[src/rtl/core/vcrp_pkg.sv]
// Shared types, codes and the CRC-8 step for the reply parser.
// No dependencies; imported by every module in rtl/core.
`default_nettype none

package vcrp_pkg;

    localparam int STORED_BYTES_DEF = 6;

    localparam int            CFG_IDX_W         = 1;
    localparam logic [CFG_IDX_W-1:0] CFG_CRC_SEED      = 1'b0;
    localparam logic [CFG_IDX_W-1:0] CFG_SYNC_ATTEMPTS = 1'b1;
    localparam logic [7:0]    CRC_SEED_RST      = 8'h00;
    localparam logic [3:0]    SYNC_ATTEMPTS_RST = 4'd3;

    localparam logic [7:0] CRC_POLY  = 8'hD5;
    localparam logic [7:0] SYNC_A    = 8'hAA;
    localparam logic [7:0] SYNC_B    = 8'h55;

    localparam logic [7:0] RC_SETTINGS_V1  = 8'h01;
    localparam logic [7:0] RC_SET_POWER    = 8'h02;
    localparam logic [7:0] RC_SET_CHANNEL  = 8'h03;
    localparam logic [7:0] RC_SET_FREQ     = 8'h04;
    localparam logic [7:0] RC_SET_MODE     = 8'h05;
    localparam logic [7:0] RC_SETTINGS_V2  = 8'h09;
    localparam logic [7:0] RC_SETTINGS_V21 = 8'h11;

    localparam logic [1:0] VER_V1  = 2'd1;
    localparam logic [1:0] VER_V2  = 2'd2;
    localparam logic [1:0] VER_V21 = 2'd3;

    localparam logic [7:0] EMB_CHECK_IDX = 8'd5;
    localparam logic [7:0] EMB_MIN_LEN   = 8'd6;

    typedef enum logic [2:0] {
        PH_HUNT_A = 3'd0,
        PH_HUNT_B = 3'd1,
        PH_CODE   = 3'd2,
        PH_LEN    = 3'd3,
        PH_BODY   = 3'd4,
        PH_CHECK  = 3'd5
    } phase_t;

    typedef enum logic [1:0] {
        ST_OK       = 2'd0,
        ST_BAD_SYNC = 2'd1,
        ST_BAD_CRC  = 2'd2,
        ST_TIMEOUT  = 2'd3
    } status_t;

    typedef struct packed {
        logic       valid;
        logic       cmd;
        logic [7:0] data;
    } item_t;

    typedef struct packed {
        logic       valid;
        status_t    status;
        logic [7:0] code;
        logic [1:0] version;
        logic [7:0] channel;
        logic [7:0] power;
        logic [7:0] mode;
        logic [15:0] frequency;
        logic [31:0] count;
    } result_t;

    // CRC-8, MSB first
    function automatic logic [7:0] crc_step(input logic [7:0] c, input logic [7:0] b);
        logic [7:0] v;
        v = c ^ b;
        for (int i = 0; i < 8; i++)
        begin
            v = v[7] ? ((v << 1) ^ CRC_POLY) : (v << 1);
        end
        return v;
    endfunction

endpackage

`default_nettype wire

[src/rtl/core/vcrp_input_stage.sv]
// Input register for received items.
// Depends on vcrp_pkg (item_t).
`default_nettype none

module vcrp_input_stage
(
    input  wire logic          clk,
    input  wire logic          rst_n,
    input  wire logic          in_valid,
    input  wire logic          cmd,
    input  wire logic [7:0]    rx_byte,
    input  wire logic          take,
    output logic               in_stall,
    output vcrp_pkg::item_t    item
);
    import vcrp_pkg::*;

    logic       valid_reg;
    logic       cmd_reg;
    logic [7:0] data_reg;
    logic       valid_next;
    logic       load;

    assign in_stall = valid_reg && !take;
    assign load     = in_valid && !in_stall;

    always_comb
    begin
        valid_next = valid_reg;
        if (load)
        begin
            valid_next = 1'b1;
        end
        else if (take)
        begin
            valid_next = 1'b0;
        end
    end

    always_ff @(posedge clk or negedge rst_n)
    begin
        if (!rst_n)
        begin
            valid_reg <= 1'b0;
        end
        else
        begin
            valid_reg <= valid_next;
        end
    end

    always_ff @(posedge clk)
    begin
        if (load)
        begin
            cmd_reg  <= cmd;
            data_reg <= rx_byte;
        end
    end

    assign item.valid = valid_reg;
    assign item.cmd   = cmd_reg;
    assign item.data  = data_reg;

endmodule

`default_nettype wire

[src/rtl/core/vcrp_parse_core.sv]
// Reply parser state machine, CRC, payload store and stored settings.
// Depends on vcrp_pkg (types, codes, crc_step).
`default_nettype none

module vcrp_parse_core
#(
    parameter int STORED_BYTES = vcrp_pkg::STORED_BYTES_DEF
)
(
    input  wire logic                          clk,
    input  wire logic                          rst_n,
    input  wire logic                          cfg_we,
    input  wire logic [vcrp_pkg::CFG_IDX_W-1:0] cfg_index,
    input  wire logic [7:0]                    cfg_data,
    input  wire vcrp_pkg::item_t               item,
    input  wire logic                          can_load,
    output logic                               take,
    output vcrp_pkg::result_t                  res
);
    import vcrp_pkg::*;

    localparam int IDX_W = $clog2(STORED_BYTES);

    logic [7:0]  crc_seed_reg;
    logic [3:0]  sync_attempts_reg;

    phase_t      phase_reg, phase_next;
    logic [3:0]  failed_reg, failed_next;
    logic [7:0]  code_reg, code_next;
    logic [7:0]  length_reg, length_next;
    logic [7:0]  idx_reg, idx_next;
    logic [7:0]  pay_reg [STORED_BYTES];
    logic [7:0]  pay_next [STORED_BYTES];
    logic [7:0]  crc_reg, crc_next;
    logic [7:0]  crcb5_reg, crcb5_next;
    logic [1:0]  version_reg, version_next;
    logic [7:0]  channel_reg, channel_next;
    logic [7:0]  power_reg, power_next;
    logic [7:0]  mode_reg, mode_next;
    logic [15:0] freq_reg, freq_next;
    logic [31:0] count_reg, count_next;

    logic        fire;
    logic        tmo;
    logic [7:0]  b;
    logic [7:0]  idx_inc;
    logic        end_body;
    logic        emb;
    logic [7:0]  len_new;
    logic [7:0]  pay5_new;
    logic [7:0]  crcb5_new;
    logic        emb_bad;
    logic        finish_ok;
    logic        finish_bad;
    logic        sync_fail;
    logic [3:0]  fail_cnt;
    logic [3:0]  limit;
    logic        fail_emit;
    logic [8:0]  alt_w;
    logic [7:0]  alt;

    assign take = item.valid && can_load;
    assign fire = take;
    assign tmo  = item.cmd;
    assign b    = item.data;

    // decode
    always_comb
    begin
        idx_inc   = idx_reg + 8'd1;
        end_body  = ((phase_reg == PH_LEN) && (b == 8'd0))
                 || ((phase_reg == PH_BODY) && (idx_inc >= length_reg));
        emb       = (code_reg == RC_SETTINGS_V1) || (code_reg == RC_SETTINGS_V2);
        len_new   = (phase_reg == PH_LEN) ? b : length_reg;
        pay5_new  = ((phase_reg == PH_BODY) && (idx_reg == EMB_CHECK_IDX)) ? b : pay_reg[5];
        crcb5_new = ((phase_reg == PH_BODY) && (idx_reg == EMB_CHECK_IDX)) ? crc_reg : crcb5_reg;
        emb_bad   = (len_new < EMB_MIN_LEN) || (crcb5_new != pay5_new);
        finish_ok  = fire && !tmo
                  && ((end_body && emb && !emb_bad) || ((phase_reg == PH_CHECK) && (b == crc_reg)));
        finish_bad = fire && !tmo
                  && ((end_body && emb && emb_bad) || ((phase_reg == PH_CHECK) && (b != crc_reg)));
        sync_fail = fire && !tmo
                 && (((phase_reg == PH_HUNT_A) && (b != SYNC_A))
                  || ((phase_reg == PH_HUNT_B) && (b != SYNC_B)));
        fail_cnt  = failed_reg + 4'd1;
        limit     = (sync_attempts_reg == 4'd0) ? 4'd1 : sync_attempts_reg;
        fail_emit = sync_fail && ((fail_cnt >= limit) || (fail_cnt == 4'd0));
        alt_w     = 9'(channel_reg[7:3]) * 9'd10 + 9'(channel_reg[2:0]);
        alt       = alt_w[7:0];
    end

    // next state
    always_comb
    begin
        phase_next = phase_reg;
        if (fire)
        begin
            if (tmo)
            begin
                phase_next = PH_HUNT_A;
            end
            else
            begin
                case (phase_reg)
                    PH_HUNT_A: phase_next = (b == SYNC_A) ? PH_HUNT_B : PH_HUNT_A;
                    PH_HUNT_B: phase_next = (b == SYNC_B) ? PH_CODE : PH_HUNT_A;
                    PH_CODE:   phase_next = PH_LEN;
                    PH_LEN:    phase_next = end_body ? (emb ? PH_HUNT_A : PH_CHECK) : PH_BODY;
                    PH_BODY:   phase_next = end_body ? (emb ? PH_HUNT_A : PH_CHECK) : PH_BODY;
                    PH_CHECK:  phase_next = PH_HUNT_A;
                    default:   phase_next = PH_HUNT_A;
                endcase
            end
        end
    end

    // data path and result
    always_comb
    begin
        failed_next  = failed_reg;
        code_next    = code_reg;
        length_next  = length_reg;
        idx_next     = idx_reg;
        pay_next     = pay_reg;
        crc_next     = crc_reg;
        crcb5_next   = crcb5_reg;
        version_next = version_reg;
        channel_next = channel_reg;
        power_next   = power_reg;
        mode_next    = mode_reg;
        freq_next    = freq_reg;
        count_next   = count_reg;
        res.valid    = 1'b0;
        res.status   = ST_OK;
        res.code     = code_reg;

        if (fire)
        begin
            if (tmo)
            begin
                failed_next = 4'd0;
                res.valid   = 1'b1;
                res.status  = ST_TIMEOUT;
                res.code    = 8'd0;
            end
            else
            begin
                case (phase_reg)
                    PH_HUNT_B:
                    begin
                        if (b == SYNC_B)
                        begin
                            failed_next = 4'd0;
                            for (int i = 0; i < STORED_BYTES; i++)
                            begin
                                pay_next[i] = 8'd0;
                            end
                            crc_next    = crc_seed_reg;
                            crcb5_next  = 8'd0;
                            idx_next    = 8'd0;
                            code_next   = 8'd0;
                            length_next = 8'd0;
                        end
                    end
                    PH_CODE:
                    begin
                        code_next = b;
                        crc_next  = crc_step(crc_reg, b);
                    end
                    PH_LEN:
                    begin
                        length_next = b;
                        crc_next    = crc_step(crc_reg, b);
                        idx_next    = 8'd0;
                    end
                    PH_BODY:
                    begin
                        crcb5_next = crcb5_new;
                        if (idx_reg < 8'(STORED_BYTES))
                        begin
                            pay_next[idx_reg[IDX_W-1:0]] = b;
                        end
                        crc_next = crc_step(crc_reg, b);
                        idx_next = idx_inc;
                    end
                    default:
                    begin
                    end
                endcase

                if (sync_fail)
                begin
                    if (fail_emit)
                    begin
                        failed_next = 4'd0;
                        res.valid   = 1'b1;
                        res.status  = ST_BAD_SYNC;
                        res.code    = 8'd0;
                    end
                    else
                    begin
                        failed_next = fail_cnt;
                    end
                end

                if (finish_bad)
                begin
                    res.valid  = 1'b1;
                    res.status = ST_BAD_CRC;
                end

                if (finish_ok)
                begin
                    // payload bytes 0..4 are already stored when a reply completes; bytes past its length read as zero
                    case (code_reg)
                        RC_SETTINGS_V1, RC_SETTINGS_V2, RC_SETTINGS_V21:
                        begin
                            version_next = (code_reg == RC_SETTINGS_V1) ? VER_V1 :
                                           (code_reg == RC_SETTINGS_V2) ? VER_V2 : VER_V21;
                            channel_next = pay_reg[0];
                            power_next   = pay_reg[1];
                            mode_next    = pay_reg[2];
                            freq_next    = {pay_reg[3], pay_reg[4]};
                        end
                        RC_SET_POWER:
                        begin
                            // arguments may come back swapped
                            if ((pay_reg[0] == channel_reg) || (pay_reg[0] == alt))
                            begin
                                power_next = pay_reg[1];
                            end
                            else if (pay_reg[1] == 8'd1)
                            begin
                                power_next = pay_reg[0];
                            end
                        end
                        RC_SET_CHANNEL: channel_next = pay_reg[0];
                        RC_SET_FREQ:    freq_next    = {pay_reg[0], pay_reg[1]};
                        RC_SET_MODE:    mode_next    = pay_reg[0];
                        default:
                        begin
                        end
                    endcase
                    count_next = count_reg + 32'd1;
                    res.valid  = 1'b1;
                    res.status = ST_OK;
                end
            end
        end

        res.version   = version_next;
        res.channel   = channel_next;
        res.power     = power_next;
        res.mode      = mode_next;
        res.frequency = freq_next;
        res.count     = count_next;
    end

    always_ff @(posedge clk or negedge rst_n)
    begin
        if (!rst_n)
        begin
            crc_seed_reg      <= CRC_SEED_RST;
            sync_attempts_reg <= SYNC_ATTEMPTS_RST;
        end
        else if (cfg_we)
        begin
            case (cfg_index)
                CFG_CRC_SEED:      crc_seed_reg      <= cfg_data;
                CFG_SYNC_ATTEMPTS: sync_attempts_reg <= cfg_data[3:0];
                default:
                begin
                end
            endcase
        end
    end

    always_ff @(posedge clk or negedge rst_n)
    begin
        if (!rst_n)
        begin
            phase_reg   <= PH_HUNT_A;
            failed_reg  <= 4'd0;
            code_reg    <= 8'd0;
            length_reg  <= 8'd0;
            idx_reg     <= 8'd0;
            for (int i = 0; i < STORED_BYTES; i++)
            begin
                pay_reg[i] <= 8'd0;
            end
            crc_reg     <= 8'd0;
            crcb5_reg   <= 8'd0;
            version_reg <= 2'd0;
            channel_reg <= 8'd0;
            power_reg   <= 8'd0;
            mode_reg    <= 8'd0;
            freq_reg    <= 16'd0;
            count_reg   <= 32'd0;
        end
        else
        begin
            phase_reg   <= phase_next;
            failed_reg  <= failed_next;
            code_reg    <= code_next;
            length_reg  <= length_next;
            idx_reg     <= idx_next;
            pay_reg     <= pay_next;
            crc_reg     <= crc_next;
            crcb5_reg   <= crcb5_next;
            version_reg <= version_next;
            channel_reg <= channel_next;
            power_reg   <= power_next;
            mode_reg    <= mode_next;
            freq_reg    <= freq_next;
            count_reg   <= count_next;
        end
    end

    a_result_ends_reply: assert property (@(posedge clk) disable iff (!rst_n)
        fire && res.valid |=> phase_reg == PH_HUNT_A)
        else $error("result issued without returning to sync hunt");

    a_ok_counts: assert property (@(posedge clk) disable iff (!rst_n)
        fire && res.valid && (res.status == ST_OK)
        |=> count_reg == $past(count_reg) + 32'd1)
        else $error("accepted reply not counted");

    a_no_result_no_count: assert property (@(posedge clk) disable iff (!rst_n)
        fire && !res.valid |=> count_reg == $past(count_reg))
        else $error("reply count moved without a result");

    a_idle_holds: assert property (@(posedge clk) disable iff (!rst_n)
        !fire |=> $stable(phase_reg) && $stable(count_reg) && $stable(failed_reg))
        else $error("parser state moved without an item");

endmodule

`default_nettype wire

[src/rtl/core/vcrp_output_stage.sv]
// Result register between the parser and the output channel.
// Depends on vcrp_pkg (result_t).
`default_nettype none

module vcrp_output_stage
(
    input  wire logic              clk,
    input  wire logic              rst_n,
    input  wire logic              take,
    input  wire vcrp_pkg::result_t res,
    input  wire logic              out_stall,
    output logic                   can_load,
    output logic                   out_valid,
    output vcrp_pkg::result_t      out_res
);
    import vcrp_pkg::*;

    logic    valid_reg, valid_next;
    result_t data_reg;

    assign can_load = !valid_reg || !out_stall;

    always_comb
    begin
        valid_next = valid_reg && out_stall;
        if (take)
        begin
            valid_next = res.valid;
        end
    end

    always_ff @(posedge clk or negedge rst_n)
    begin
        if (!rst_n)
        begin
            valid_reg <= 1'b0;
        end
        else
        begin
            valid_reg <= valid_next;
        end
    end

    always_ff @(posedge clk)
    begin
        if (take && res.valid)
        begin
            data_reg <= res;
        end
    end

    assign out_valid = valid_reg;
    assign out_res   = data_reg;

endmodule

`default_nettype wire

[src/rtl/core/vtx_control_reply_parser_unit.sv]
// Video transmitter control reply parser: sync hunt, CRC-8 check, settings update.
// An accepted item is held in the input register; the parser result is registered in the output stage.
// Throughput: one item per cycle unless the output stalls; each taken item updates the parser state in a single step.
// An output stall holds the result register and stalls the input once both stages are full.
// Reset (rst_n, async, active low) clears the valid flags and all parser state at once; no clearing pass.
// Depends on vcrp_pkg, vcrp_input_stage, vcrp_parse_core, vcrp_output_stage.
`default_nettype none

module vtx_control_reply_parser_unit
#(
    parameter int STORED_BYTES = vcrp_pkg::STORED_BYTES_DEF
)
(
    input  wire logic                           clk,
    input  wire logic                           rst_n,
    input  wire logic                           cfg_we,
    input  wire logic [vcrp_pkg::CFG_IDX_W-1:0] cfg_index,
    input  wire logic [7:0]                     cfg_data,
    input  wire logic                           in_valid,
    output logic                                in_stall,
    input  wire logic                           cmd,
    input  wire logic [7:0]                     rx_byte,
    output logic                                out_valid,
    input  wire logic                           out_stall,
    output logic [1:0]                          status,
    output logic [7:0]                          reply_code,
    output logic [1:0]                          protocol_version,
    output logic [7:0]                          channel_now,
    output logic [7:0]                          power_now,
    output logic [7:0]                          mode_now,
    output logic [15:0]                         frequency_now,
    output logic [31:0]                         replies_ok
);
    import vcrp_pkg::*;

    item_t   item;
    result_t res;
    result_t out_res;
    logic    take;
    logic    can_load;

    vcrp_input_stage u_in
    (
        .clk      (clk),
        .rst_n    (rst_n),
        .in_valid (in_valid),
        .cmd      (cmd),
        .rx_byte  (rx_byte),
        .take     (take),
        .in_stall (in_stall),
        .item     (item)
    );

    vcrp_parse_core #(.STORED_BYTES(STORED_BYTES)) u_core
    (
        .clk       (clk),
        .rst_n     (rst_n),
        .cfg_we    (cfg_we),
        .cfg_index (cfg_index),
        .cfg_data  (cfg_data),
        .item      (item),
        .can_load  (can_load),
        .take      (take),
        .res       (res)
    );

    vcrp_output_stage u_out
    (
        .clk       (clk),
        .rst_n     (rst_n),
        .take      (take),
        .res       (res),
        .out_stall (out_stall),
        .can_load  (can_load),
        .out_valid (out_valid),
        .out_res   (out_res)
    );

    assign status           = out_res.status;
    assign reply_code       = out_res.code;
    assign protocol_version = out_res.version;
    assign channel_now      = out_res.channel;
    assign power_now        = out_res.power;
    assign mode_now         = out_res.mode;
    assign frequency_now    = out_res.frequency;
    assign replies_ok       = out_res.count;

endmodule

`default_nettype wire

[config.mk]
export PLATFORM = sky130hd
export DESIGN_NAME = vtx_control_reply_parser_unit
export DESIGN_NICKNAME = d
export VERILOG_FILES = /design/src/rtl/core/vcrp_pkg.sv /design/src/rtl/core/vcrp_input_stage.sv /design/src/rtl/core/vcrp_parse_core.sv /design/src/rtl/core/vcrp_output_stage.sv /design/src/rtl/core/vtx_control_reply_parser_unit.sv
export SDC_FILE = /design/constraint.sdc
export NUM_CORES = 1
export LEC_CHECK = 0
export ABC_AREA = 1
export BUFFER_PORTS_ARGS = -buffer_cell sky130_fd_sc_hd__buf_4
export CORE_AREA = 8 8 245 247
export DETAILED_ROUTE_END_ITERATION = 6
export DIE_AREA = 0 0 253 255
export SKIP_LAST_GASP = 1
export SLEW_MARGIN = 20
export SYNTH_ARGS = -nofsm -noshare
export SYNTH_HDL_FRONTEND = slang
export SYNTH_SLANG_ARGS = --single-unit
[constraint.sdc]
create_clock -name clk -period 5.1 [get_ports clk]
set_clock_uncertainty 0.15 [all_clocks]
set_input_delay 1.02 -clock clk [delete_from_list [all_inputs] [get_ports clk]]
set_output_delay 1.02 -clock clk [all_outputs]
set_load 0.01 [all_outputs]
=== Word-level counts from Yosys, hierarchy flattened ===
Index checks and enable logic that the tools add are counted.

* Flip-flop bits (word level): 276
* Output and inout bits: 86
* Logic and storage cells: 214

* Add/sub/neg operators: 4
* $mul: 1
* Order comparisons: 6
* Equality and inequality tests: 25
* Muxes and demuxes: 72
* Bitwise gates (word level): 12
* Reductions and logical operators: 61

{| class="wikitable"
|+ Operators with widths
! operator !! count
|-
| 2-to-1 mux 8 bit || 26
|-
| 2-to-1 mux 32 bit || 3
|-
| 2-to-1 mux 48 bit || 2
|-
| one-hot mux 48 bit (2 select lines) || 1
|-
| one-hot mux 8 bit (2 select lines) || 6
|-
| bitwise mux 48 bit || 1
|-
| 2-to-1 mux 16 bit || 3
|-
| 2-to-1 mux 11 bit || 4
|-
| NOT 5 bit || 8
|-
| adder 32 x 1 -> 32 bit (second input constant) || 1
|-
| one-hot mux 16 bit (2 select lines) || 1
|-
| demux 8 bit (select 3 bit) || 1
|-
| equality test 8 x 3 -> 1 bit (second input constant) || 3
|-
| equality test 8 bit || 3
|-
| 2-to-1 mux 4 bit || 6
|-
| one-hot mux 8 bit (3 select lines) || 1
|-
| logical AND 1 bit || 21
|-
| AND reduction 4 bit || 5
|-
| equality test 8 x 1 -> 1 bit (second input constant) || 2
|-
| equality test 8 x 2 -> 1 bit (second input constant) || 2
|-
| less-than comparator 8 x 3 -> 1 bit (second input constant) || 2
|-
| inequality test 8 bit || 2
|-
| 2-to-1 mux 3 bit || 5
|-
| 2-to-1 mux 2 bit || 6
|-
| other kinds (36) || 66
|}

=== Logic depth before layout (Yosys ltp) ===
* Word-level depth: 18
* Gate-level depth with buffers: 21
* Gate-level depth less buffers: 19

=== Cells and area by module ===
A second synthesis with hierarchy kept.

* Cells, all modules: 1472
* Area, all modules: 13495.4 sq um

{| class="wikitable"
|+ Modules (own cells, without submodules)
! module !! instances !! cells an instance !! area an instance (sq um)
|-
| vcrp_parse_core || 1 || 1362 || 10551.4
|-
| vcrp_output_stage || 1 || 92 || 2601.2
|-
| vcrp_input_stage || 1 || 18 || 342.8
|}

=== Worst setup path after synthesis ===
OpenSTA, ideal clock, no wires.

* Path kind: in2reg
* From: in out_stall
* To: reg u_out.data_reg, in the netlist u_out.out_res[0] (enable)
* Setup time: 0.445 ns
* Arrival time: 4.174 ns
* Data required time: 4.505 ns
* Slack: 0.332 ns
* Stages: 10
* Path buffers: 0
* Cell sequence: nand2_1 inv_1 nor2_2 inv_1 nor2_4 nand2_1 or2_2 a21oi_2 inv_1 nand2_1

* Word-level cells in the longest chain between the ends: 13
* Elaborated cells between the ends (all ways): 15

{| class="wikitable"
|+ RTL lines
! item !! RTL line !! source
|-
| start: declaration || vtx_control_reply_parser_unit.sv:24 || <nowiki>input wire logic out_stall,</nowiki>
|-
| zero test 1 bit (*) || vcrp_output_stage.sv:21 || <nowiki>assign can_load = !valid_reg || !out_stall;</nowiki>
|-
| logical OR 1 bit (*) || vcrp_output_stage.sv:21 ||
|-
| logical AND 1 bit (*) || vcrp_parse_core.sv:62 || <nowiki>assign take = item.valid && can_load;</nowiki>
|-
| logical AND 1 bit || vcrp_parse_core.sv:78, vcrp_parse_core.sv:80, vcrp_parse_core.sv:82 ||
|-
| logical AND 1 bit || vcrp_parse_core.sv:83 || <nowiki>&& (((phase_reg == PH_HUNT_A) && (b != SYNC_A))</nowiki>
|-
| logical AND 1 bit || vcrp_parse_core.sv:87 || <nowiki>fail_emit = sync_fail && ((fail_cnt >= limit) || (fail_cnt == 4'd0));</nowiki>
|-
| 2-to-1 mux 11 bit || vcrp_parse_core.sv:193 || <nowiki>if (fail_emit)</nowiki>
|-
| 2-to-1 mux 11 bit || vcrp_parse_core.sv:191 || <nowiki>if (sync_fail)</nowiki>
|-
| 2-to-1 mux 3 bit || vcrp_parse_core.sv:206 || <nowiki>if (finish_bad)</nowiki>
|-
| 2-to-1 mux 3 bit || vcrp_parse_core.sv:212 || <nowiki>if (finish_ok)</nowiki>
|-
| 2-to-1 mux 11 bit || vcrp_parse_core.sv:139 || <nowiki>if (tmo)</nowiki>
|-
| 2-to-1 mux 11 bit || vcrp_parse_core.sv:137 || <nowiki>if (fire)</nowiki>
|-
| logical AND 1 bit (*) || vcrp_output_stage.sv:46 || <nowiki>if (take && res.valid)</nowiki>
|-
| end signal: assignment || vcrp_output_stage.sv:48 || <nowiki>data_reg <= res;</nowiki>
|-
| end: declaration || vcrp_output_stage.sv:19 || <nowiki>result_t data_reg;</nowiki>
|}

Mark *: on every way between the ends. The rest lies on a longest branch, timed or not.
A chain may end at the register's enable or synchronous reset.

==> summary.md <==
| Metric | Value |
|---|---|
| Leak | 7.58 nW |
| Worst-margin pin slew | 979 ps |
| CP max FO | 41 |
| Hold Vio Cnt, Final | 0 |
| H-tree depth | 1 |
| TritonRoute pass-1 iters | 6 |
| Gate Count Post-Synth | about 1.6k |
| Max FFs per register | between 80 and 90 |
| # setup viols final | 0 |
| Switching power total | 0.00288 W |
| Starting density of the core | 0.247 |
| Largest net degree at the start of global routing | 87 |
| Total Routing Usage GR | 0.120 |
| Row cnt | 87 |
| Unique masters post-synth | 50 |
| CP startpoint kind | register |
| Via count | 11.4k |
| Initial antenna violation count | 0 |
| Register bit total from synthesis | 276 |
| Post-DP HPWL | about 29,000 µm |
| Min Clock Period, post-route | 4270 ps |
| I/O pin count | roughly 110 |
| Slew margin rel. | 0.342 |
| Crit Path Class | reg -> reg |
| WL/cell | 16.3 µm |
| Post-CTS Hold Buffers | 0 |
| Synth Warn # | 0 |
| Crit-path most repeated cell | nand2_1 |
| Reg-to-Reg End | u_out.out_res[7]$_DFFE_PP_ |
| Core area | 56,000 µm² |
| Non-Filler Instances | 2,453 |
| P&R area growth vs syn | 18.8% |
| Diodes inserted | 0 |
| Setup_tns | 0 ps |
| Bufs and invs on worst path | 3 |
| CTS tree | done |
| CTS buffer count | 30 |
| Delay-heaviest family, CP | simple AND/OR/NAND/NOR gates |
| Number of enable flip-flop cells after synthesis | 93 |
| Critical R2R Launch | u_core.idx_reg[0]$_DFFE_PN0P_ |
| R2r worst-path depth | 19 |
| Power per cell area | around 470 nW/µm² |
| DRT iter0 DRCs | 1,042 |
| Post-Syn Area per Cell | 8.80 µm² |
| Syn_nets | approximately 1.6k |
| Sequential area share after synthesis | 0.533 |
| Pint | ~0.0049 W |
| Worst path cell trace | inv_1, nor2_1, nand3_1, nor3_1, xor2_1, inv_1, ha_1, nand2_1, nor2_1, nand4_1, nand3_1, nand2_1, a21oi_1, nand3_1, nand2_2, nand2_2, buf_4, nand2_1, nand2_1 |
| Sink Count | between 200 and 300 |
| Combinational share of power | 0.320 |
| Highest clock rate | around 0.23 GHz |
| Post-Synthesis Cell Area | 13,800 µm² |
| Layout net count | 1,723 |
| Tcrit/Tclk final | 0.838 |
| Max-cap violations | 0 |
| Fin. max-slew vios | 0 |
| Worst EP required | 5280 ps |
| Root Driver | clkbuf_16 |
| Clock Power Share | 0.288 |
| Placer congestion estimate | 0.890 |
| Sw Ratio | 0.373 |
| Slowest cell delay on critical path | 510 ps |
| Share of power burned in registers | 0.393 |
| RSZ-0062 raised after global routing | false |
| Die H | 255 µm |
| Postcts setup bufs | 0 |
| Clk slew on worst S/H paths | ~60 ps |
| Final ANT Viol Nets | 0 |
| Status | finished, final reports clean |
| Internal reg-to-reg setup slack | 830 ps |
| Main flop type after synthesis | dfrtp_1 |
| Worst-case clock buffer depth | 3 |
| Die ar. | 64,500 µm² |
| Global-route wire length before repair | around 63,000 µm |
| CTS resizes | 0 |
| Ys async rst share | 0.663 |
| Fin util | 0.294 |
| Post-route DRC violation count | 0 |
| Critical path endpoint category | register |
| Port buffer count | 108 |
| Vias per cell | 4.64 |
| GRT overflow | 0 |
| Skew-Pair Late Insertion Delay | approximately 580 ps |
| Max stage delay cell, worst path | dfrtp_1 |
| Cells after DPL | roughly 2.4k |
| Crit path DAT | 4450 ps |
| Die X | 253 µm |
| Vias in the first global route | approximately 11k |
| Worst VDD drop | 0.262 mV |
| Routed WL | 40,100 µm |
| Worst Hold Class | in -> async |
| Share of cells above drive strength 1 | 0.121 |
worst register-to-register path, stage by stage, from the launching register on:
cell	delay [ps]
dfrtp_1	510
inv_1	140
nor2_1	180
nand3_1	140
nor3_1	210
xor2_1	200
inv_1	60
ha_1	290
nand2_1	70
nor2_1	140
nand4_1	100
nand3_1	140
nand2_1	90
a21oi_1	280
nand3_1	140
nand2_2	100
nand2_2	480
buf_4	460
nand2_1	90
nand2_1	60
layout make-up:
class                      count  area (µm²)
fill                        5920       39500
timing repair buffer         121         937
tap                          756         946
clock buffer                  38         781
inverter                     188         706
sequential                   276        7370
multi-input combinational   1056        5460
clock inverter                18         230
synthesized netlist by cell type, drive strengths merged (2+ instances only):
cell type    n  share of area
dfrtp      181           0.33
o22ai       71          0.032
edfxtp      93           0.20
a21oi       20         0.0081
fa           2         0.0029
a22oi        2         0.0011
nand4       15         0.0068
xnor2       21          0.013
nand3      178          0.065
nand2      461           0.13
o211ai       4         0.0022
buf         27          0.016
nor3        20         0.0076
nor2        84          0.024
clkinv       2        0.00054
mux2         7         0.0057
clkbuf      25         0.0068
ha          25          0.023
dfstp        2         0.0038
xor2        45          0.028
o21ai       50          0.018
o221ai      25          0.016
a31oi        2         0.0014
nor4        11         0.0054
inv        186          0.050
power by group through the flow:
stage	registers (W)	clock network, W	logic [W]
final	0.00304	0.00222	0.00247
after global routing	0.00309	0.00237	0.00279
after CTS	0.00303	0.00227	0.00246
after detailed placement	0.00307	0	0.00245
after global placement	0.00306	0	0.00241
after floorplan	0.00298	0	0.00174
cells by family (layout without fill, tap and decap cells):
family / count (synthesis) / after routing / share of synthesized area
DFF: 276 / 276 / 0.533
and+or+nand+nor: 772 / 772 / 0.236
muxes: 7 / 7 / 0.00570
AOI/OAI and AO/OA: 184 / 184 / 0.0846
xor gates and xnor gates: 66 / 66 / 0.0418
buffers and inverters: 240 / 365 / 0.0735
adders and majority gates: 27 / 27 / 0.0255
placed cells by master (no fill, tap or decap), types with 4 or more instances in the layout:
| cell type | count |
|---|---|
| nand2_1 | 457 |
| dfrtp_1 | 181 |
| inv_1 | 180 |
| nand3_1 | 177 |
| buf_4 | 118 |
| edfxtp_1 | 93 |
| nor2_1 | 76 |
| o22ai_1 | 71 |
| o21ai_0 | 47 |
| xor2_1 | 45 |
| clkbuf_16 | 30 |
| o221ai_1 | 25 |
| ha_1 | 25 |
| xnor2_1 | 21 |
| nor3_1 | 19 |
| a21oi_1 | 17 |
| nand4_1 | 15 |
| nor4_1 | 10 |
| clkbuf_1 | 8 |
| clkinv_2 | 8 |
| nor2_2 | 7 |
| mux2_2 | 7 |
| inv_2 | 6 |
| o211ai_1 | 4 |
| bufinv_16 | 4 |
how the worst max path moves through the flow:
stage                             endpoint                           from  slack [ps]  depth (start not counted)
6_report        u_out.out_res[7]$_DFFE_PP_  u_core.idx_reg[0]$_DFFE_PN0P_         830                         19
2_1_floorplan   u_out.out_res[0]$_DFFE_PP_                      out_stall         330                         10
3_5_place_dp   u_out.out_res[12]$_DFFE_PP_  u_core.idx_reg[0]$_DFFE_PN0P_         820                         19
5_1_grt        u_out.out_res[14]$_DFFE_PP_  u_core.idx_reg[0]$_DFFE_PN0P_         450                         19
4_1_cts         u_out.out_res[4]$_DFFE_PP_  u_core.idx_reg[0]$_DFFE_PN0P_         840                         19
3_3_place_gp   u_out.out_res[15]$_DFFE_PP_  u_core.idx_reg[0]$_DFFE_PN0P_         960                         19
through the flow:
step / worst slack [ps] / power [W] / cell area, µm² / hold slack [ps]
5_1_grt: 451 / 0.00824 / 16400 / 354
4_1_cts: 836 / 0.00777 / 16400 / 341
3_3_place_gp: 964 / 0.00547 / 15400 / 322
3_5_place_dp: 822 / 0.00552 / 15400 / 329
6_report: 826 / 0.00773 / 16400 / 334
2_1_floorplan: 332 / 0.00472 / 13800 / 298
routing by layer:
layer	vias to the layer above	global-route usage	wire length (µm)
li1	5456	-	-
met1	5539	0.166	18200
met2	329	0.197	18900
met3	66	0.0209	2180
met4	0	0.0260	782
met5	-	0	0
(Power assumes the default switching activity.)
